$ cat config.mk
export PLATFORM = sky130hd
export DESIGN_NAME = wer_mul
export DESIGN_NICKNAME = d
export VERILOG_FILES = /design/src/wer_pkg.sv /design/src/wer_mul.sv
export SDC_FILE = /design/constraint.sdc
export NUM_CORES = 2
export LEC_CHECK = 0
export BUFFER_PORTS_ARGS = -buffer_cell sky130_fd_sc_hd__buf_4
export CAP_MARGIN = 20
export CORE_UTILIZATION = 30
export CTS_BUF_LIST = sky130_fd_sc_hd__clkbuf_8
export DETAILED_ROUTE_END_ITERATION = 10
export SYNTH_ARGS = -nofsm -noshare
export SYNTH_HDL_FRONTEND = slang
export SYNTH_SLANG_ARGS = --single-unit
$ cat constraint.sdc
create_clock -name clk -period 9.35 [get_ports clk]
set_input_delay 0.935 -clock clk [delete_from_list [all_inputs] [get_ports clk]]
set_output_delay 0.935 -clock clk [all_outputs]
set_load 0.1 [all_outputs]
$ cat src/wer_pkg.sv
// Shared types, constants and saturation helper for the wave equation row solver.
// No dependencies; used by wer_mul, wer_div and wave_equation_row_solver_top.
package wer_pkg;

  localparam int MAX_POINTS = 64;
  localparam int PIDX_W     = $clog2(MAX_POINTS);
  localparam int PCNT_W     = $clog2(MAX_POINTS + 1);
  localparam int ADDR_W     = PIDX_W + 1;
  localparam int MEM_DEPTH  = 2 * MAX_POINTS;

  localparam int DIV_NUM_W  = 34;
  localparam int DIV_DVD_W  = DIV_NUM_W + 24;
  localparam int DIV_STEPS  = DIV_DVD_W / 2;
  localparam int DIV_CNT_W  = $clog2(DIV_STEPS);

  typedef logic signed [31:0] q_t;

  localparam q_t Q_ONE = 32'sh0100_0000;
  localparam q_t Q_MAX = 32'sh7FFF_FFFF;
  localparam q_t Q_MIN = 32'sh8000_0000;

  typedef enum logic [2:0] {
    CFG_GRID_START  = 3'd0,
    CFG_GRID_STEP   = 3'd1,
    CFG_TIME_STEP   = 3'd2,
    CFG_SPEED_B     = 3'd3,
    CFG_POINT_COUNT = 3'd4,
    CFG_ROW_COUNT   = 3'd5
  } cfg_idx_t;

  typedef enum logic [4:0] {
    ST_IDLE,
    ST_PRE_T, ST_PRE_T1, ST_PRE_BT, ST_PRE_TAU, ST_PRE_HH, ST_PRE_R, ST_PRE_RW,
    ST_PRE_C, ST_PRE_NUM,
    ST_B0, ST_RB, ST_BW,
    ST_X0, ST_X1, ST_XB, ST_XS, ST_XS1, ST_XD, ST_XV,
    ST_I0, ST_I1, ST_I2, ST_I3, ST_I4, ST_IW, ST_I5, ST_I6, ST_I7, ST_I8,
    ST_EMIT
  } state_t;

  function automatic q_t sat_q(input logic signed [63:0] v);
    if (v > 64'(Q_MAX)) return Q_MAX;
    if (v < 64'(Q_MIN)) return Q_MIN;
    return v[31:0];
  endfunction

endpackage

$ cat src/wer_mul.sv
// Shared Q8.24 multiplier: registered 32x32 product, floor shift and saturation.
// Depends on wer_pkg.
module wer_mul (
  input  logic          clk,
  input  wer_pkg::q_t   a,
  input  wer_pkg::q_t   b,
  output wer_pkg::q_t   q,
  output logic signed [47:0] raw
);

  logic signed [63:0] prod_r;

  always_ff @(posedge clk) begin
    prod_r <= 64'(a) * 64'(b);
  end

  assign q   = wer_pkg::sat_q(64'(prod_r >>> 24));
  assign raw = prod_r[47:0];

endmodule

# Word level (Yosys, flattened, before mapping)
# Index checks and enable logic that the tools add are counted.
# word_totals
register_bits,64
input_bits,65
output_inout_bits,80
wordCells,11
# op_classes
mul,1
order_cmp,2
muxes,7
# ops
cell,count
2-to-1 mux 32 bit,4
multiplier 32 x 32 -> 64 bit,1
"greater-than comparator 40 x 32 -> 1 bit, second input constant",1
"less-than comparator 40 x 32 -> 1 bit, second input constant",1
2-to-1 mux 1 bit,3

# Longest topological paths before layout
# depth
word_depth,5
depth_mapped,29
mapped_depth_nobuf,27

# Worst setup path before layout
# OpenSTA, ideal clock, no wires.
# synth_path
kind,input-to-reg
from,in a[31]
to,reg prod_r[58]
setup_ps,125
arrival_ps,8013
required_time_ps,9225
path_slack_ps,1212
stages,26
n_path_buf,1
path_cell_list,clkbuf_1 nand2_1 inv_1 fa_1 inv_1 fa_1 inv_1 fa_1 fa_1 inv_1 fa_1 inv_1 fa_1 inv_1 fa_1 inv_1 fa_1 ha_1 nand3_1 nor2b_1 and2_1 a22o_1 a211oi_4 o31ai_2 a31oi_1 xnor2_1
# synth_between
elab_chain_cells,1
# synth_rtl
item,line,source
start: declaration,wer_mul.sv:5,"input wer_pkg::q_t a,"
multiplier 32 x 32 -> 64 bit,wer_mul.sv:14,prod_r <= 64'(a) * 64'(b);
end signal: assignment,wer_mul.sv:14,
end: declaration,wer_mul.sv:11,logic signed [63:0] prod_r;
# Every way passes these cells.

# Worst setup path after layout
# layout_path
from,in b[5]
to,reg prod_r[58]
# layout_between
elab_chain_cells,1
# layout_rtl
item,line,source
start: declaration,wer_mul.sv:6,"input wer_pkg::q_t b,"
multiplier 32 x 32 -> 64 bit,wer_mul.sv:14,
# Every way passes these cells.

==> summary.txt <==
Status
  – Status: finished clean

Timing
  – Hold WS: 1.02 ns
  – Worst slew pin tran: 0.715 ns
  – Slew margin rel.: 52.2%
  – Crit path time final: 8.29 ns
  – Final setup fails: 0
  – RSZ-0062 raised after global routing: false
  – Setup TNS: 0 ns
  – Final Max Slew Viols: 0
  – Hold Vio Cnt, Final: 0
  – Final period utilization: 88.7%
  – Fmax: 121 MHz
  – Setup WS post-layout: 1.06 ns

Synthesis
  – Syn nets: 5375
  – Post-synth top area share: 56.7%
  – Synth cell types: 64
  – Most area-hungry cell type in the Yosys netlist: fa_1
  – Average size of a mapped cell: 9.44 µm²
  – Cells after Synth: 4044
  – #FFs+latches synth: 64
  – Ys async rst share: 0%
  – Number of enable flip-flop cells after synthesis: 0
  – Dominant cells by area after synthesis: fa_1 (57%), inv_1 (9.7%), and2_1 (8.5%), ha_1 (6.0%), nand2_1 (5.0%)
  – Mapped Area: 38200 µm²
  – Post-synthesis sequential area ratio: 3.35%
  – Synth Flop Type: dfxtp_1
  – Synthesis warning total: 0

CTS
  – Cts hold-fix bufs: 0
  – Clock transition at path regs: 0.08 ns
  – Num CTS Buffers: 9
  – Post-CTS Setup Bufs: 0
  – CTS tree: built
  – Root buf cell: clkbuf_8
  – Post-CTS Resized: 0
  – Longest Clk Path Bufs: 2
  – Htree depth: 3
  – Clock sinks: 64

Finish
  – Register area: 1280 µm²
  – Top flop regs: prod_r x64
  – Largest register by flop count: prod_r
  – Multi-input logic area: 32100 µm²
  – Nets@finish: 5286
  – Number of fillers in the final layout: 13193
  – Number of flip-flops under the largest register name: 64
  – Area Overhead vs Synth: 5.96%
  – Layout cell share with drive strength beyond 1: 5.08%

Global routing
  – Global-route wire length before repair: 167000 µm
  – Grt total ovfl: 0
  – Number of global-route vias before repair: 30202
  – Total Routing Usage GR: 16.5%
  – Antenna violations before repair: 11
  – Largest net degree at the start of global routing: 33

Worst setup path
  – Worst EP arrival: 8.56 ns
  – Crit path max fanout: 32
  – WP data required: 9.62 ns
  – Critical Path End: prod_r[58]
  – Crit path kind: primary input to flop
  – Setup crit end kind: flop
  – Critical path launch point type: primary input
  – Critical path launch point: b[5]

Placed design
  – GPL Wtd Cong: 0.850
  – Detailed Place HPWL: 84900 µm
  – Port bufs: 144
  – DP Worst Slack: 0.580 ns

Detailed routing
  – Final ANT Viol Nets: 0
  – Via count: 26067
  – Iter 0 DRT Violations: 1490
  – Wire length per cell: 17.9 µm
  – Drt pass-1 iters: 8
  – Via density: 4.64
  – # DRC: 0
  – Final WL: 100000 µm

Floorplanning
  – Row count: 130
  – Core Region: 126000 µm²
  – Die Height: 359 µm
  – Top Ports: 145
  – Initial core utilization: 30.3%
  – Die ar.: 129000 µm²
  – Die width: 359 µm

Job
  – Max cap viols: 0

Worst hold path
  – Hold WC Path Type: primary input to flop
Yosys cell counts (all sizes together) (4+ instances only):
cell and n:
nand3 12, a31oi 4, a21oi 70, and2 517, nor2 60, buf 50
or3 4, o21bai 10, a21o 59, and3 5, nor3 13, o21ai 37
a211oi 10, clkbuf 207, nand2 513, a2111oi 4, dfxtp 64, nand2b 19
xnor2 52, fa 1082, o21a 5, nand4 10, o31ai 5, xor2 19
nor2b 10, ha 184, inv 983
worst min path at each step:
stage	startpoint	endpoint	slack, ns	depth (start not counted)
2_1_floorplan	a[0]	prod_r[0]	1.06	1
3_3_place_gp	b[0]	prod_r[0]	1.41	2
3_5_place_dp	b[0]	prod_r[0]	1.41	2
4_1_cts	b[0]	prod_r[0]	1.0	2
5_1_grt	b[0]	prod_r[0]	0.99	2
6_report	b[0]	prod_r[0]	1.02	2
worst max-delay path, stage by stage:
cell and delay [ns]:
buf_4 0.24, nand2_1 0.21, inv_1 0.08, fa_1 0.54, inv_1 0.14, fa_1 0.53
inv_1 0.12, fa_1 0.58, fa_1 0.56, inv_1 0.43, fa_1 0.61, inv_1 0.05
fa_1 0.53, inv_1 0.05, fa_1 0.47, inv_1 0.05, fa_1 0.45, ha_1 0.38
nand3_1 0.15, nor2b_1 0.22, and2_1 0.23, a22o_1 0.20, a211oi_4 0.07, o31ai_2 0.38
a31oi_1 0.17, xnor2_1 0.15
routing by layer:
layer / wire (µm) / part of all wire [%] / GRT usage (%)
met1: 36400 / 36 / 18.1
met2: 56700 / 57 / 32.7
met3: 3440 / 3.4 / 1.82
met4: 3720 / 3.7 / 5.28
met5: 75 / 0.075 / 0
logic make-up (layout without fill, tap and decap cells):
group / after synthesis / after routing / share of synthesized area [%]
xor gates and xnor gates: 71 / 71 / 1.63
adders and majority gates: 1266 / 1266 / 62.7
other: 0 / 5 / 0
buffers and inverters: 1240 / 1156 / 12.7
DFF: 64 / 64 / 3.35
AOI/OAI and AO/OA: 229 / 229 / 4.12
and+or+nand+nor: 1174 / 1174 / 15.5
layout make-up:
type | count | share of cell area (%)
inverter | 983 | 9.12
clock inverter | 7 | 0.121
tap | 1650 | 5.10
antenna | 5 | 0.0309
clock buffer | 9 | 0.306
multi-input combinational | 2740 | 79.2
sequential | 64 | 3.17
timing repair buffer | 157 | 2.91
stage by stage:
step / utilization, % / cell area [µm²] / std cells
after floorplan: - / 38200 / 4044
after global routing: 32.1 / 40500 / 5615
after CTS: 32.1 / 40500 / 5610
after global placement: 32.0 / 40300 / 5594
after detailed placement: 32.0 / 40300 / 5594
final: 32.1 / 40500 / 5615
cells in the final DEF, fill, tap and decap left out, types with 7 or more instances in the layout:
master and n:
nand3_1 12, xor2_1 19, and2_1 517, fa_1 1082
nor2b_1 10, ha_1 184, clkbuf_8 9, nor3_1 11
o21ai_0 31, a21oi_1 66, o21bai_1 10, dfxtp_1 64
a21o_1 57, nand4_1 10, nand2b_1 19, nand2_1 513
inv_1 983, xnor2_1 52, a211oi_1 7, nor2_1 60
buf_4 157
Power is not shown: default switching activity piles up to over one toggle a cycle in this logic, so the estimate is an artifact.
