**config.mk**
```make
export PLATFORM = sky130hd
export DESIGN_NAME = wer_div
export DESIGN_NICKNAME = d
export VERILOG_FILES = /design/src/wer_pkg.sv /design/src/wer_div.sv
export SDC_FILE = /design/constraint.sdc
export NUM_CORES = 1
export LEC_CHECK = 0
export BUFFER_PORTS_ARGS = -buffer_cell sky130_fd_sc_hd__buf_2
export CORE_UTILIZATION = 40
export CTS_CLUSTER_DIAMETER = 150
export CTS_CLUSTER_SIZE = 8
export DETAILED_ROUTE_END_ITERATION = 12
export GPL_TIMING_DRIVEN = 0
export SYNTH_ARGS = -nofsm -noshare
export SYNTH_HDL_FRONTEND = slang
export SYNTH_SLANG_ARGS = --single-unit
```
**constraint.sdc**
```tcl
create_clock -name clk -period 7.5 [get_ports clk]
set_clock_uncertainty 0.05 [all_clocks]
set_input_delay 0.75 -clock clk [delete_from_list [all_inputs] [get_ports clk]]
set_output_delay 0.75 -clock clk [all_outputs]
set_load 0.03 [all_outputs]
```
**src/wer_pkg.sv**
```systemverilog
// Shared types, constants and saturation helper for the wave equation row solver.
// No dependencies; used by wer_mul, wer_div and wave_equation_row_solver_top.
package wer_pkg;

  localparam int MAX_POINTS = 64;
  localparam int PIDX_W     = $clog2(MAX_POINTS);
  localparam int PCNT_W     = $clog2(MAX_POINTS + 1);
  localparam int ADDR_W     = PIDX_W + 1;
  localparam int MEM_DEPTH  = 2 * MAX_POINTS;

  localparam int DIV_NUM_W  = 34;
  localparam int DIV_DVD_W  = DIV_NUM_W + 24;
  localparam int DIV_STEPS  = DIV_DVD_W / 2;
  localparam int DIV_CNT_W  = $clog2(DIV_STEPS);

  typedef logic signed [31:0] q_t;

  localparam q_t Q_ONE = 32'sh0100_0000;
  localparam q_t Q_MAX = 32'sh7FFF_FFFF;
  localparam q_t Q_MIN = 32'sh8000_0000;

  typedef enum logic [2:0] {
    CFG_GRID_START  = 3'd0,
    CFG_GRID_STEP   = 3'd1,
    CFG_TIME_STEP   = 3'd2,
    CFG_SPEED_B     = 3'd3,
    CFG_POINT_COUNT = 3'd4,
    CFG_ROW_COUNT   = 3'd5
  } cfg_idx_t;

  typedef enum logic [4:0] {
    ST_IDLE,
    ST_PRE_T, ST_PRE_T1, ST_PRE_BT, ST_PRE_TAU, ST_PRE_HH, ST_PRE_R, ST_PRE_RW,
    ST_PRE_C, ST_PRE_NUM,
    ST_B0, ST_RB, ST_BW,
    ST_X0, ST_X1, ST_XB, ST_XS, ST_XS1, ST_XD, ST_XV,
    ST_I0, ST_I1, ST_I2, ST_I3, ST_I4, ST_IW, ST_I5, ST_I6, ST_I7, ST_I8,
    ST_EMIT
  } state_t;

  function automatic q_t sat_q(input logic signed [63:0] v);
    if (v > 64'(Q_MAX)) return Q_MAX;
    if (v < 64'(Q_MIN)) return Q_MIN;
    return v[31:0];
  endfunction

endpackage

```
**src/wer_div.sv**
```systemverilog
// Iterative Q8.24 divider, two quotient bits per cycle, saturating, zero-safe.
// Depends on wer_pkg.
module wer_div (
  input  logic                               clk,
  input  logic                               rst_n,
  input  logic                               go,
  input  logic signed [wer_pkg::DIV_NUM_W-1:0] num,
  input  wer_pkg::q_t                        den,
  output logic                               done,
  output wer_pkg::q_t                        q
);

  logic                              busy_r, busy_nxt;
  logic                              done_r, done_nxt;
  logic [wer_pkg::DIV_CNT_W-1:0]     cnt_r, cnt_nxt;
  logic [wer_pkg::DIV_DVD_W-1:0]     dvd_r, dvd_nxt, step_dvd;
  logic [32:0]                       rem_r, rem_nxt, step_rem;
  logic [31:0]                       dmag_r, dmag_nxt;
  logic                              neg_r, neg_nxt, nneg_r, nneg_nxt, zero_r, zero_nxt;
  wer_pkg::q_t                       q_r, q_nxt, fin_q;
  logic [wer_pkg::DIV_NUM_W-1:0]     nmag;

  always_comb begin
    step_dvd = dvd_r;
    step_rem = rem_r;
    for (int k = 0; k < 2; k++) begin
      step_rem = {step_rem[31:0], step_dvd[wer_pkg::DIV_DVD_W-1]};
      step_dvd = {step_dvd[wer_pkg::DIV_DVD_W-2:0], 1'b0};
      if (step_rem >= {1'b0, dmag_r}) begin
        step_rem    = step_rem - {1'b0, dmag_r};
        step_dvd[0] = 1'b1;
      end
    end
  end

  always_comb begin
    if (zero_r) begin
      fin_q = nneg_r ? wer_pkg::Q_MIN : wer_pkg::Q_MAX;
    end else if (neg_r) begin
      fin_q = (step_dvd > wer_pkg::DIV_DVD_W'(33'h1_0000_0000 >> 1)) ? wer_pkg::Q_MIN :
              -$signed(step_dvd[31:0]);
    end else begin
      fin_q = (step_dvd > wer_pkg::DIV_DVD_W'(32'h7FFF_FFFF)) ? wer_pkg::Q_MAX :
              $signed(step_dvd[31:0]);
    end
  end

  always_comb begin
    busy_nxt = busy_r;
    done_nxt = 1'b0;
    cnt_nxt  = cnt_r;
    dvd_nxt  = dvd_r;
    rem_nxt  = rem_r;
    dmag_nxt = dmag_r;
    neg_nxt  = neg_r;
    nneg_nxt = nneg_r;
    zero_nxt = zero_r;
    q_nxt    = q_r;
    nmag     = num[wer_pkg::DIV_NUM_W-1] ? wer_pkg::DIV_NUM_W'(-num) : wer_pkg::DIV_NUM_W'(num);
    if (busy_r) begin
      dvd_nxt = step_dvd;
      rem_nxt = step_rem;
      if (cnt_r == '0) begin
        busy_nxt = 1'b0;
        done_nxt = 1'b1;
        q_nxt    = fin_q;
      end else begin
        cnt_nxt = cnt_r - 1'b1;
      end
    end else if (go) begin
      busy_nxt = 1'b1;
      cnt_nxt  = wer_pkg::DIV_CNT_W'(wer_pkg::DIV_STEPS - 1);
      dvd_nxt  = {nmag, 24'd0};
      rem_nxt  = '0;
      dmag_nxt = den[31] ? 32'(-den) : 32'(den);
      neg_nxt  = num[wer_pkg::DIV_NUM_W-1] ^ den[31];
      nneg_nxt = num[wer_pkg::DIV_NUM_W-1];
      zero_nxt = (den == '0);
    end
  end

  always_ff @(posedge clk) begin
    if (!rst_n) begin
      busy_r <= 1'b0;
      done_r <= 1'b0;
    end else begin
      busy_r <= busy_nxt;
      done_r <= done_nxt;
    end
    cnt_r  <= cnt_nxt;
    dvd_r  <= dvd_nxt;
    rem_r  <= rem_nxt;
    dmag_r <= dmag_nxt;
    neg_r  <= neg_nxt;
    nneg_r <= nneg_nxt;
    zero_r <= zero_nxt;
    q_r    <= q_nxt;
  end

  assign done = done_r;
  assign q    = q_r;

endmodule

```
* Yosys cells after proc, flatten, opt, wreduce, memory -nomap -nowiden
Index checks and enable logic that the tools add are counted. Widths: inputs -> output; s select.
Storage, ports and cells: flip-flop bits (word level) 164, bits of input ports 69, bits in latches 0, memory bits (writable) 0, memories 0, word-level logic and storage cells 53, ROM bits 0
Cells by class: divide/modulo/power cells 0, reductions and logical operators 7, bitwise operators 2, eq/ne operators 1, mux-type cells 22, add/subtract/negate cells 6, magnitude comparators 4, shift-type cells 0, multiply operators 0
Operators by type and width (count):
- $mux 32 | 9
- $mux 58 | 2
- $ge 33x32->1 | 2
- $neg 32->32 | 2
- $sub 32x32->32 | 2
- $gt 58x31->1 const B | 1
- $gt 58x32->1 const B | 1
- $mux 34 | 1
- $neg 34->34 | 1
- $logic_not 32->1 | 1
- $mux 31 | 1
- $mux 5 | 3
- $reduce_and 2->1 | 4
- $mux 1 | 6
- $logic_not 5->1 | 1
- $sub 5x1->5 const B | 1
- $ne 2x2->1 const B | 1
- $reduce_bool 2->1 | 1
- $not 1->1 | 1
- $xor 1x1->1 | 1

* Longest topological paths before layout
Gate-level depths: netlist (run 1).
depth after elaboration 8, mapped depth 33, gate-level depth less buffers 31

* Worst setup path before layout (run 1)
Ideal clock, no wire load.
path type register -> register, start reg dmag_r[1], end reg q_r[18] (netlist: q[18]) (data pin), stages on the path, launching flop included 32, slack -0.016 ns, arrival time 7.320 ns, required time 7.303 ns, cell sequence edfxtp_1 > inv_1 > ha_1 > nor2b_1 > o31a_1 > o31ai_1 > a211oi_1 > o21ai_1 > buf_2 > buf_1 > nand2_1 > o21ai_0 > ha_1 > nor2b_1 > o31a_1 > o311ai_0 > a31oi_1 > o21ai_0 > nand2_1 > or2_2 > inv_1 > clkbuf_1 > ha_1 > nand2b_1 > nor4_1 > nand3_1 > o31ai_4 > nand2_4 > buf_6 > o311ai_1 > o21ai_0 > a21oi_1
Between the ends: word-level cells in the longest chain between the ends 8, elaborated cells on any way between the ends 13, those cells by class add/sub (2); order compare (4); mux (7)
Ends and longest elaborated chain:
- from (decl) | line wer_div.sv:18 | logic [31:0] dmag_r, dmag_nxt;
- from (signal assigned) | line wer_div.sv:93 | dmag_r <= dmag_nxt;
- $sub 32x32->32 or $ge 33x32->1 (tied branches) | line wer_div.sv:30, wer_div.sv:29
- $mux 32 | line wer_div.sv:29 | if (step_rem >= {1'b0, dmag_r}) begin
- $ge 33x32->1 | line wer_div.sv:29
- $mux 1 | line wer_div.sv:29
- $gt 58x31->1, or another cell as far along | line wer_div.sv:43 | fin_q = (step_dvd > wer_pkg::DIV_DVD_W'(32'h7FFF_FFFF)) ? wer_pkg::Q_MAX :
- $mux 32 (on tied branches) | line wer_div.sv:43, wer_div.sv:40
- $mux 32 (*) | line wer_div.sv:39 | end else if (neg_r) begin
- $mux 32 (*) | line wer_div.sv:37 | if (zero_r) begin
- named net fin_q[18] | line wer_div.sv:20 | wer_pkg::q_t q_r, q_nxt, fin_q;
- to (signal assigned) | line wer_div.sv:97 | q_r <= q_nxt;
- to (decl) | line wer_div.sv:20
The timed path passes the listed nets; every way through them passes the cells marked *. A chain may end at the register's enable or synchronous reset.

* Worst setup path after layout (run 1)
start reg dmag_r[17], end reg q_r[27] (netlist: q[27]) (data pin)
The elaborated chain is that of the path after synthesis.

==> qor.csv, run 1 <==
stage,metric,value,unit
place,GPL Wtd Cong,0.899,
grt,vias in the first global route,10500,
grt,global-route wire length before repair,57300,µm
cells_and_area,Util after Layout,48.0,%
critical_path,R2R Setup Slk,270,ps
grt,gr usage total,23.6,%
floorplanning,Die ar.,0.0316,mm²
power,Max rail drop VDD,260,µV
logic_synthesis,top cell type's share of synthesized area,39.4,%
place,Port Buffers,101,
drt,wire length per cell,19.1,µm
floorplanning,Cell Rows,63,
timing,Final Cycle Share,96.4,%
logic_synthesis,share of flip-flops with an asynchronous set or reset,0,%
logic_synthesis,Netlist cell types,69,
drt,routed vias/inst,5.83,
place,Post-DP HPWL,27300,µm
worst_hold_path,hold path cells,1,
floorplanning,Die H,178,µm
drt,Post-route DRC,0,
logic_synthesis,Synth Area per Inst,8.92,µm²
grt,grt total ovfl,0,
critical_path,worst stage delay on the critical path,390,ps
timing,max-slew violations,0,
timing,FMAX,138,MHz
worst_hold_path,min-delay src,num[33],
drt,final WL,36900,µm
clock_network,H-tree depth,4,
clock_network,"CTS clk-pin slew, worst paths",70,ps
logic_synthesis,cell area after synthesis,0.0123,mm²
cells_and_area,layout cells sized above 1,15.0,%
worst_hold_path,Hold Path Sink,nneg_r,
clock_network,clock sinks,164,
drt,via count,11200,
cells_and_area,Area Growth Syn to Fin,16.7,%
floorplanning,Die X-Extent,178,µm
critical_path,startpoint types,flop,
drt,antenna violation net count after detailed routing,0,
logic_synthesis,YS warnings,0,
logic_synthesis,Post-synth EDFFs,162,
clock_network,CTS buffer count,17,
logic_synthesis,Post-Syn Nets,1523,
logic_synthesis,post-synthesis sequential area ratio,39.8,%
timing,slew at the pin closest to its max-slew limit,1000,ps
logic_synthesis,number of synthesized register bits,164,
floorplanning,Ports,102,
floorplanning,Initial Util,41.2,%
timing,Period minus WS final,7230,ps
clock_network,largest buffer count on any clock path,2,
power,total chip power,6.26,mW
power,P_leak,5.49,nW
timing,"Setup violations, final",0,
critical_path,critical path required time,7710,ps
critical_path,Crit Path Class,flop to flop,
critical_path,worst r2r src,dmag_r[17],
place,placed cell areas,0.0134,mm²
floorplanning,core region area,0.0300,mm²
timing,Max-slew headroom,32.9,%
critical_path,CP max-delay cell,a311oi_4,
logic_synthesis,cell taking the most area after synthesis,edfxtp_1,
cells_and_area,nets,1664,
run_status,status,finished clean,
timing,worst hold slack,494,ps
run,Max Cap Viol,0,
clock_network,Skew-Pair Late Insertion Delay,440,ps
drt,drt initial violations,994,
critical_path,CP endpoint kind,flop,
worst_hold_path,type of the tightest min-delay check,input port to flop,
clock_network,TritonCTS clock tree,yes,
cells_and_area,final instance area,0.0144,mm²
clock_network,Root Driver,clkbuf_16,
timing,final hold vios,0,
critical_path,FF-to-FF End,q[27],
logic_synthesis,Synth Flop Type,edfxtp_1,
grt,largest net degree at the start of global routing,49,
logic_synthesis,cells after synthesis,1383,
grt,initial antenna violation count,2,
power,power density over the cells,435,mW/mm²
critical_path,R2R cell count,32,
critical_path,maximum net fanout on the critical path,10,
critical_path,Worst Path Arrival,7440,ps
drt,drt pass-1 iters,8,
logic_synthesis,largest cells by area after synthesis,"edfxtp_1 (39%), ha_1 (7.0%), o21ai_0 (5.9%)",
-- synthesized netlist by cell type (12+ instances only) --
master,n
a21o_1,19
or3_1,21
clkbuf_1,45
ha_1,69
nor3_1,33
inv_1,62
xnor2_1,70
nand3_1,44
and2_1,27
nand2_1,165
o31ai_1,27
a211oi_1,17
o21ai_0,145
a21oi_1,89
nor4_1,21
o211ai_1,13
edfxtp_1,162
xor2_1,44
nor2_1,102
nand4_1,16
mux2i_1,12
nand2b_1,16
a31oi_1,13
-- layout by cell type, fill, tap and decap left out, types with 16 or more instances in the layout --
| cell | instances |
|---|---|
| nand2_1 | 165 |
| edfxtp_1 | 162 |
| o21ai_0 | 134 |
| buf_2 | 107 |
| nor2_1 | 101 |
| a21oi_1 | 85 |
| xnor2_1 | 70 |
| ha_1 | 62 |
| inv_1 | 58 |
| xor2_1 | 44 |
| nand3_1 | 43 |
| clkbuf_1 | 37 |
| nor3_1 | 32 |
| and2_1 | 27 |
| o31ai_1 | 25 |
| buf_4 | 24 |
| or3_1 | 21 |
| nor4_1 | 19 |
| a21o_1 | 19 |
| clkbuf_16 | 17 |
| nand4_1 | 16 |
| nand2b_1 | 16 |
-- how the worst max path moves through the flow --
stage	from	end	slack [ps]	depth (start not counted)
finish	dmag_r[17]	q[27]	270	32
global route	dmag_r[1]	q[21]	-10	32
CTS	dmag_r[1]	q[14]	5	33
detailed placement	dmag_r[1]	q[14]	-2980	30
global placement	dmag_r[1]	q[10]	-2860	30
floorplan	dmag_r[1]	q[18]	150	31
-- sequential cells by signal, summed over array words and instances (netlist names) --
name	flops
nneg_r	1
busy_r	1
zero_r	1
dmag_r	32
cnt_r	5
done	1
neg_r	1
rem_r	32
q	32
dvd_r	58
-- area by class of cell --
class                   count  area, µm²
clock buffers              18        429
plain buffers              55        274
diodes                      2       5.00
multi-input cells        1098       7160
inverters                  62        243
fillers                  2850      15600
flip-flops and latches    164       4900
repair buffers            126        737
clock inverters            14        149
well taps                 390        488
-- kinds of logic (layout without fill, tap and decap cells) --
family | after synthesis | in the layout | synth area share (%)
AND/OR/NAND/NOR | 492 | 492 | 19.2
adder cells (fa/ha/maj) | 71 | 71 | 7.32
AO/OA/AOI/OAI | 408 | 408 | 20.7
flip-flops | 164 | 164 | 39.8
multiplexers | 13 | 13 | 1.06
other | 0 | 2 | 0
buffers and inverters | 121 | 275 | 3.87
XOR/XNOR | 114 | 114 | 8.09
-- metal layers --
| layer | vias up | GRT usage [%] | wire length [µm] | part of all wire, % |
|---|---|---|---|---|
| li1 | 5414 | - | - | - |
| met5 | - | 0 | 0 | 0 |
| met3 | 59 | 3.15 | 2650 | 7.2 |
| met2 | 474 | 36.7 | 16400 | 45 |
| met1 | 5296 | 33.7 | 17000 | 46 |
| met4 | 0 | 7.59 | 821 | 2.2 |
-- critical path: cells and delay by family, from the launching register on --
kind	cells	cell delay, ps
DFF	1	360
adders and majority gates	3	910
buffers and inverters	8	1540
and+or+nand+nor	12	2000
AOI/OAI and AO/OA	9	2170
-- report_power, final --
| part | total (mW) | switching [mW] | internal, mW | leakage [nW] |
|---|---|---|---|---|
| Clock | 0.889 | 0.395 | 0.494 | 0.282 |
| Combinational | 4.05 | 2.47 | 1.58 | 3.58 |
| Sequential | 1.32 | 0.104 | 1.22 | 1.63 |
-- through the flow --
step	worst slack (ps)	TNS, ps	cells
global route	-11.6	-12.0	1929
floorplan	149	0	1383
CTS	4.58	0	1915
finish	272	0	1929
detailed placement	-2980	-97010	1878
global placement	-2860	-92890	1874
-- what timing repair did --
item | CTS | global route
setup buffers | 6 | 15
pin swaps | 3 | 16
setup endpoints to repair | 62 | 32
hold buffers | 0 | 0
gates resized for setup | 33 | 40
endpoints found under the hold margin | 0 | 0
(Power assumes the default switching activity.)
==> run 2, diff against run 1 <==
Settings changed: BUFFER_PORTS_ARGS -buffer_cell sky130_fd_sc_hd__buf_2 to -buffer_cell sky130_fd_sc_hd__buf_4.
==> run 2 against run 1 <==
Net effect: critical path depth unchanged; maximum frequency increased by 0.85%; register-to-register slack improved by 60 ps; first-iteration DRC count rose by 15%; non-clock buffer count is 10 lower; via count decreased by 0.66%; sequential cell count did not move; clock power increased by 10%.
==> qor.csv, run 2 (synthesized netlist as in run 1, its figures left out) <==
stage,metric,value,unit,change
timing,final hold vios,0,,unchanged
critical_path,worst stage delay on the critical path,420,ps,was 390 ps
cells_and_area,Largest register FFs,58,,unchanged
timing,PnR worst setup slack,333,ps,was 272 ps
timing,Max-slew headroom,27.9,%,was 32.9%
drt,drt initial violations,1143,,was 994
power,Switch Pwr,2.98,mW,was 2.97 mW
floorplanning,Initial Util,41.2,%,unchanged
grt,vias in the first global route,10400,,"was 10,500"
grt,largest net degree at the start of global routing,55,,was 49
floorplanning,Die X-Extent,178,µm,unchanged
grt,grt total ovfl,0,,unchanged
power,combinational power share,63.7,%,was 64.7%
clock_network,Skew-Pair Late Insertion Delay,430,ps,was 440 ps
place,Post-DP HPWL,27500,µm,"was 27,300 µm"
grt,initial antenna violation count,0,,was 2
drt,wire length per cell,19.3,µm,was 19.1 µm
floorplanning,Cell Rows,63,,unchanged
grt,global-route wire length before repair,57200,µm,"was 57,300 µm"
power,P_int,3.34,mW,was 3.29 mW
critical_path,CP endpoint kind,flop,,unchanged
timing,Fin Setup TNS,0,ps,unchanged
run,Max Cap Viol,0,,unchanged
place,Port Buffers,101,,unchanged
drt,drt pass-1 iters,5,,was 8
cells_and_area,most frequent cells in the layout,"nand2_1 (163), edfxtp_1 (162), o21ai_0 (131)",,"was nand2_1 (165), edfxtp_1 (162), o21ai_0 (134)"
run_status,status,finished clean,,unchanged
place,placed cell areas,0.0137,mm²,was 0.0134 mm²
drt,Post-route DRC,0,,unchanged
timing,worst hold slack,479,ps,was 494 ps
clock_network,largest buffer count on any clock path,2,,unchanged
worst_hold_path,type of the tightest min-delay check,input port to flop,,unchanged
place,Setup WS pre-CTS,-2850,ps,was -2980 ps
timing,Final Cycle Share,95.6,%,was 96.4%
grt,gr usage total,23.4,%,was 23.6%
cells_and_area,"leading cell type in the layout, fill and taps excluded",nand2_1,,unchanged
place,GPL Wtd Cong,0.920,,was 0.899
timing,"Setup violations, final",0,,unchanged
critical_path,CP max-delay cell,o31ai_4,,was a311oi_4
cells_and_area,Reg with most FFs,dvd_r,,unchanged
floorplanning,Die ar.,0.0316,mm²,unchanged
clock_network,H-tree depth,4,,unchanged
critical_path,Crit Path Class,flop to flop,,unchanged
critical_path,Worst Path Arrival,7390,ps,was 7440 ps
clock_network,"CTS clk-pin slew, worst paths",70,ps,about the same
drt,routed vias/inst,5.83,,about the same
drt,via count,11200,,about the same
critical_path,critical path required time,7720,ps,was 7710 ps
critical_path,startpoint types,flop,,unchanged
cells_and_area,Area Growth Syn to Fin,19.0,%,was 16.7%
floorplanning,Ports,102,,unchanged
power,clock power share,15.5,%,was 14.2%
critical_path,Buf/Inv on CP,7,,was 8
power,power density over the cells,430,mW/mm²,was 435 mW/mm²
drt,final WL,37000,µm,"was 36,900 µm"
cells_and_area,final instance area,0.0147,mm²,was 0.0144 mm²
power,P_leak,5.58,nW,was 5.49 nW
cells_and_area,layout cells sized above 1,15.2,%,was 15.0%
critical_path,maximum net fanout on the critical path,10,,unchanged
timing,Period minus WS final,7170,ps,was 7230 ps
cells_and_area,Util after Layout,49.0,%,was 48.0%
drt,antenna violation net count after detailed routing,0,,unchanged
timing,FMAX,140,MHz,was 138 MHz
power,Max rail drop VDD,212,µV,was 260 µV
power,sw frac,47.2,%,was 47.4%
cells_and_area,n_diodes,0,,was 2
floorplanning,core region area,0.0300,mm²,unchanged
power,Reg power frac,20.8,%,was 21.1%
clock_network,Root Driver,clkbuf_16,,unchanged
critical_path,crit-path leading delay family,compound AO/OA/AOI/OAI gates,,unchanged
clock_network,TritonCTS clock tree,yes,,unchanged
clock_network,CTS buffer count,17,,unchanged
clock_network,clock sinks,164,,unchanged
cells_and_area,nets,1654,,"was 1,664"
timing,max-slew violations,0,,unchanged
timing,slew at the pin closest to its max-slew limit,1070,ps,was 1000 ps
floorplanning,Die H,178,µm,unchanged
-- run 2: cell types whose count changed in the layout (fill, tap and decap cells not counted), moves of 3 or more --
| cell | previous run | this run |
|---|---|---|
| clkinv_4 | 3 | 0 |
| buf_4 | 24 | 115 |
| inv_8 | 1 | 4 |
| o21ai_0 | 134 | 131 |
| buf_2 | 107 | 5 |
-- run 2: path summary, 6_finish.rpt --
path              slack [ps]  startpoint         to  cells past startpoint
hold reg to reg          520   dvd_r[49]  dvd_r[51]                      2
setup / recovery         330   dmag_r[1]      q[18]                     32
setup reg to reg         330   dmag_r[1]      q[18]                     32
hold / removal           480     num[33]     nneg_r                      1
-- run 2: per-layer routing --
| metal | up-vias | routed length, µm | GRT usage (%) |
|---|---|---|---|
| met2 | 390 | 16800 | 37.0 |
| met3 | 41 | 2250 | 2.96 |
| met5 | - | 0 | 0 |
| met4 | 0 | 505 | 5.52 |
| met1 | 5333 | 17400 | 33.9 |
| li1 | 5405 | - | - |
-- run 2: power groups by stage --
stage          logic [mW]  clock network, mW  registers, mW
2_1_floorplan        2.75                  0           1.30
3_3_place_gp         3.64                  0           1.33
3_5_place_dp         3.69                  0           1.33
4_1_cts              3.82              0.984           1.31
5_1_grt              4.41               1.02           1.33
6_report             4.03              0.978           1.32
-- run 2: layout make-up --
class                      count  area [µm²]
clock buffer                  17         425
inverter                      62         239
timing repair buffer         116         918
sequential                   164        4900
clock inverter                14         213
tap                          390         488
buffer                        55         280
multi-input combinational   1098        7220
fill                        2905       15300
-- run 2: stage by stage --
| step | cells | total power [mW] |
|---|---|---|
| final | 1916 | 6.32 |
| after global routing | 1916 | 6.76 |
| after global placement | 1874 | 4.97 |
| after detailed placement | 1878 | 5.02 |
| after floorplan | 1383 | 4.05 |
| after CTS | 1913 | 6.11 |
-- run 2: repair_timing --
item	CTS	global route
endpoints found under the hold margin	0	0
hold buffers	0	0
gates resized for setup	31	61
cloned	0	0
setup endpoints to repair	58	32
setup buffers	6	5
pin swaps	6	11
-- run 2: worst reg2reg max path: cells and delay by family (launching register included) --
kind	cells	cell delay (ps)
compound gates	14	3020
flops	1	390
simple gates	8	1390
buf+inv	7	1350
fa+ha+maj	3	820
==> run 3, diff against run 2 <==
Settings changed: GPL_TIMING_DRIVEN 0 to default.
Clock period 7.5 ns to 7.79 ns, I/O delays scaled along.
==> run 3 against run 2 <==
Net effect: via count is 4.2% lower; total power is 9.6% lower; sequential share of layout area is 1.3 points higher; non-clock buffer count is 50 lower; sequential cell count stayed put; critical path type unchanged.
==> qor.csv, run 3 (synthesized netlist as in run 1, its figures left out) <==
stage,metric,value,unit,change
run_status,status,finished clean,,unchanged
worst_hold_path,hold path cells,1,,unchanged
cells_and_area,most frequent cells in the layout,"nand2_1 (165), edfxtp_1 (162), o21ai_0 (144)",,"was nand2_1 (163), edfxtp_1 (162), o21ai_0 (131)"
power,total chip power,5.71,mW,was 6.32 mW
floorplanning,core region area,0.0300,mm²,unchanged
cells_and_area,n_diodes,0,,unchanged
critical_path,critical path depth,30,,was 32
drt,drt pass-1 iters,7,,was 5
cells_and_area,nets,1604,,"was 1,654"
cells_and_area,Largest register FFs,58,,unchanged
timing,Max-slew headroom,24.0,%,was 27.9%
timing,worst hold slack,492,ps,was 479 ps
drt,antenna violation net count after detailed routing,0,,unchanged
cells_and_area,Area Growth Syn to Fin,14.7,%,was 19.0%
critical_path,critical path required time,8040,ps,was 7720 ps
power,power density over the cells,404,mW/mm²,was 430 mW/mm²
clock_network,"CTS clk-pin slew, worst paths",80,ps,was 70 ps
critical_path,R2R Setup Slk,650,ps,was 330 ps
timing,Final Cycle Share,91.6,%,was 95.6%
grt,vias in the first global route,9940,,"was 10,400"
power,P_leak,5.44,nW,was 5.58 nW
timing,Period minus WS final,7140,ps,was 7170 ps
floorplanning,Die H,178,µm,unchanged
cells_and_area,layout cells sized above 1,12.3,%,was 15.2%
clock_network,post-CTS setup buffers,0,,was 6
timing,max-slew violations,0,,unchanged
critical_path,FF-to-FF End,q[3],,was q[18]
critical_path,Worst Path Arrival,7390,ps,about the same
cells_and_area,"leading cell type in the layout, fill and taps excluded",nand2_1,,unchanged
floorplanning,Die X-Extent,178,µm,unchanged
power,Max rail drop VDD,210,µV,was 212 µV
floorplanning,Cell Rows,63,,unchanged
grt,gr usage total,21.4,%,was 23.4%
critical_path,crit-path leading delay family,compound AO/OA/AOI/OAI gates,,unchanged
timing,final hold vios,0,,unchanged
grt,largest net degree at the start of global routing,65,,was 55
grt,grt total ovfl,0,,unchanged
place,GPL Wtd Cong,0.893,,was 0.920
timing,RSZ-0062 raised after global routing,false,,
drt,wire length per cell,17.8,µm,was 19.3 µm
clock_network,hold_buf cts,0,,unchanged
cells_and_area,Reg with most FFs,dvd_r,,unchanged
floorplanning,Die ar.,0.0316,mm²,unchanged
critical_path,worst stage delay on the critical path,420,ps,about the same
clock_network,largest buffer count on any clock path,2,,unchanged
critical_path,worst r2r src,dvd_r[57],,was dmag_r[1]
grt,initial antenna violation count,0,,unchanged
clock_network,H-tree depth,4,,unchanged
worst_hold_path,Hold Path Sink,dmag_r[0],,was nneg_r
place,Post-DP HPWL,24300,µm,"was 27,500 µm"
worst_hold_path,min-delay src,den[0],,was num[33]
drt,final WL,33300,µm,"was 37,000 µm"
floorplanning,Ports,102,,unchanged
timing,FMAX,140,MHz,about the same
critical_path,CP endpoint kind,flop,,unchanged
clock_network,CTS resizes,0,,was 31
critical_path,CP max-delay cell,fa_1,,was o31ai_4
timing,"Setup violations, final",0,,unchanged
critical_path,startpoint types,flop,,unchanged
clock_network,clock sinks,164,,unchanged
clock_network,TritonCTS clock tree,yes,,unchanged
critical_path,Buf/Inv on CP,3,,was 7
drt,Post-route DRC,0,,unchanged
timing,slew at the pin closest to its max-slew limit,1140,ps,was 1070 ps
timing,PnR worst setup slack,653,ps,was 333 ps
cells_and_area,Util after Layout,47.2,%,was 49.0%
worst_hold_path,type of the tightest min-delay check,input port to flop,,unchanged
critical_path,R2R cell count,30,,was 32
place,Setup WS pre-CTS,389,ps,was -2850 ps
drt,routed vias/inst,5.73,,was 5.83
clock_network,Root Driver,clkbuf_16,,unchanged
clock_network,Skew-Pair Late Insertion Delay,440,ps,was 430 ps
drt,drt initial violations,886,,"was 1,143"
floorplanning,Initial Util,41.2,%,unchanged
critical_path,Crit Path Class,flop to flop,,unchanged
drt,via count,10700,,"was 11,200"
critical_path,maximum net fanout on the critical path,24,,was 10
timing,Fin Setup TNS,0,ps,unchanged
place,Port Buffers,101,,unchanged
grt,global-route wire length before repair,52900,µm,"was 57,200 µm"
run,Max Cap Viol,0,,unchanged
clock_network,CTS buffer count,17,,unchanged
## run 3: final cells by class
cell class | count | area [µm²]
timing repair buffer | 121 | 908
clock buffer | 17 | 425
sequential | 164 | 4910
clock inverter | 15 | 201
fill | 2941 | 15800
tap | 390 | 488
multi-input combinational | 1098 | 6990
inverter | 62 | 234
## run 3: power breakdown
| part | leakage [nW] | internal [mW] | switching, mW |
|---|---|---|---|
| clock | 0.310 | 0.496 | 0.423 |
| sequential | 1.63 | 1.17 | 0.107 |
| combinational | 3.50 | 1.38 | 2.13 |
| total | 5.44 | 3.05 | 2.66 |
## run 3: stage by stage
step	cell area (µm²)	std cells
after CTS	14100	1867
after global routing	14200	1867
final	14200	1867
after floorplan	12300	1383
after detailed placement	13500	1835
after global placement	13500	1835
## run 3: layer usage
metal / global-route usage (%) / part of all wire (%) / up-vias
li1: - / - / 5282
met4: 4.99 / 1.1 / 0
met3: 3.36 / 5.9 / 24
met5: 0 / 0 / -
met2: 33.2 / 45 / 304
met1: 31.1 / 48 / 5089
## run 3: how the worst max path moves through the flow
stage,slack (ps),to,startpoint
floorplan,270,q[18],dmag_r[1]
global placement,450,q[10],dvd_r[57]
detailed placement,390,q[10],dvd_r[57]
CTS,390,q[10],dvd_r[57]
global route,60,q[18],rem_r[6]
finish,650,q[3],dvd_r[57]
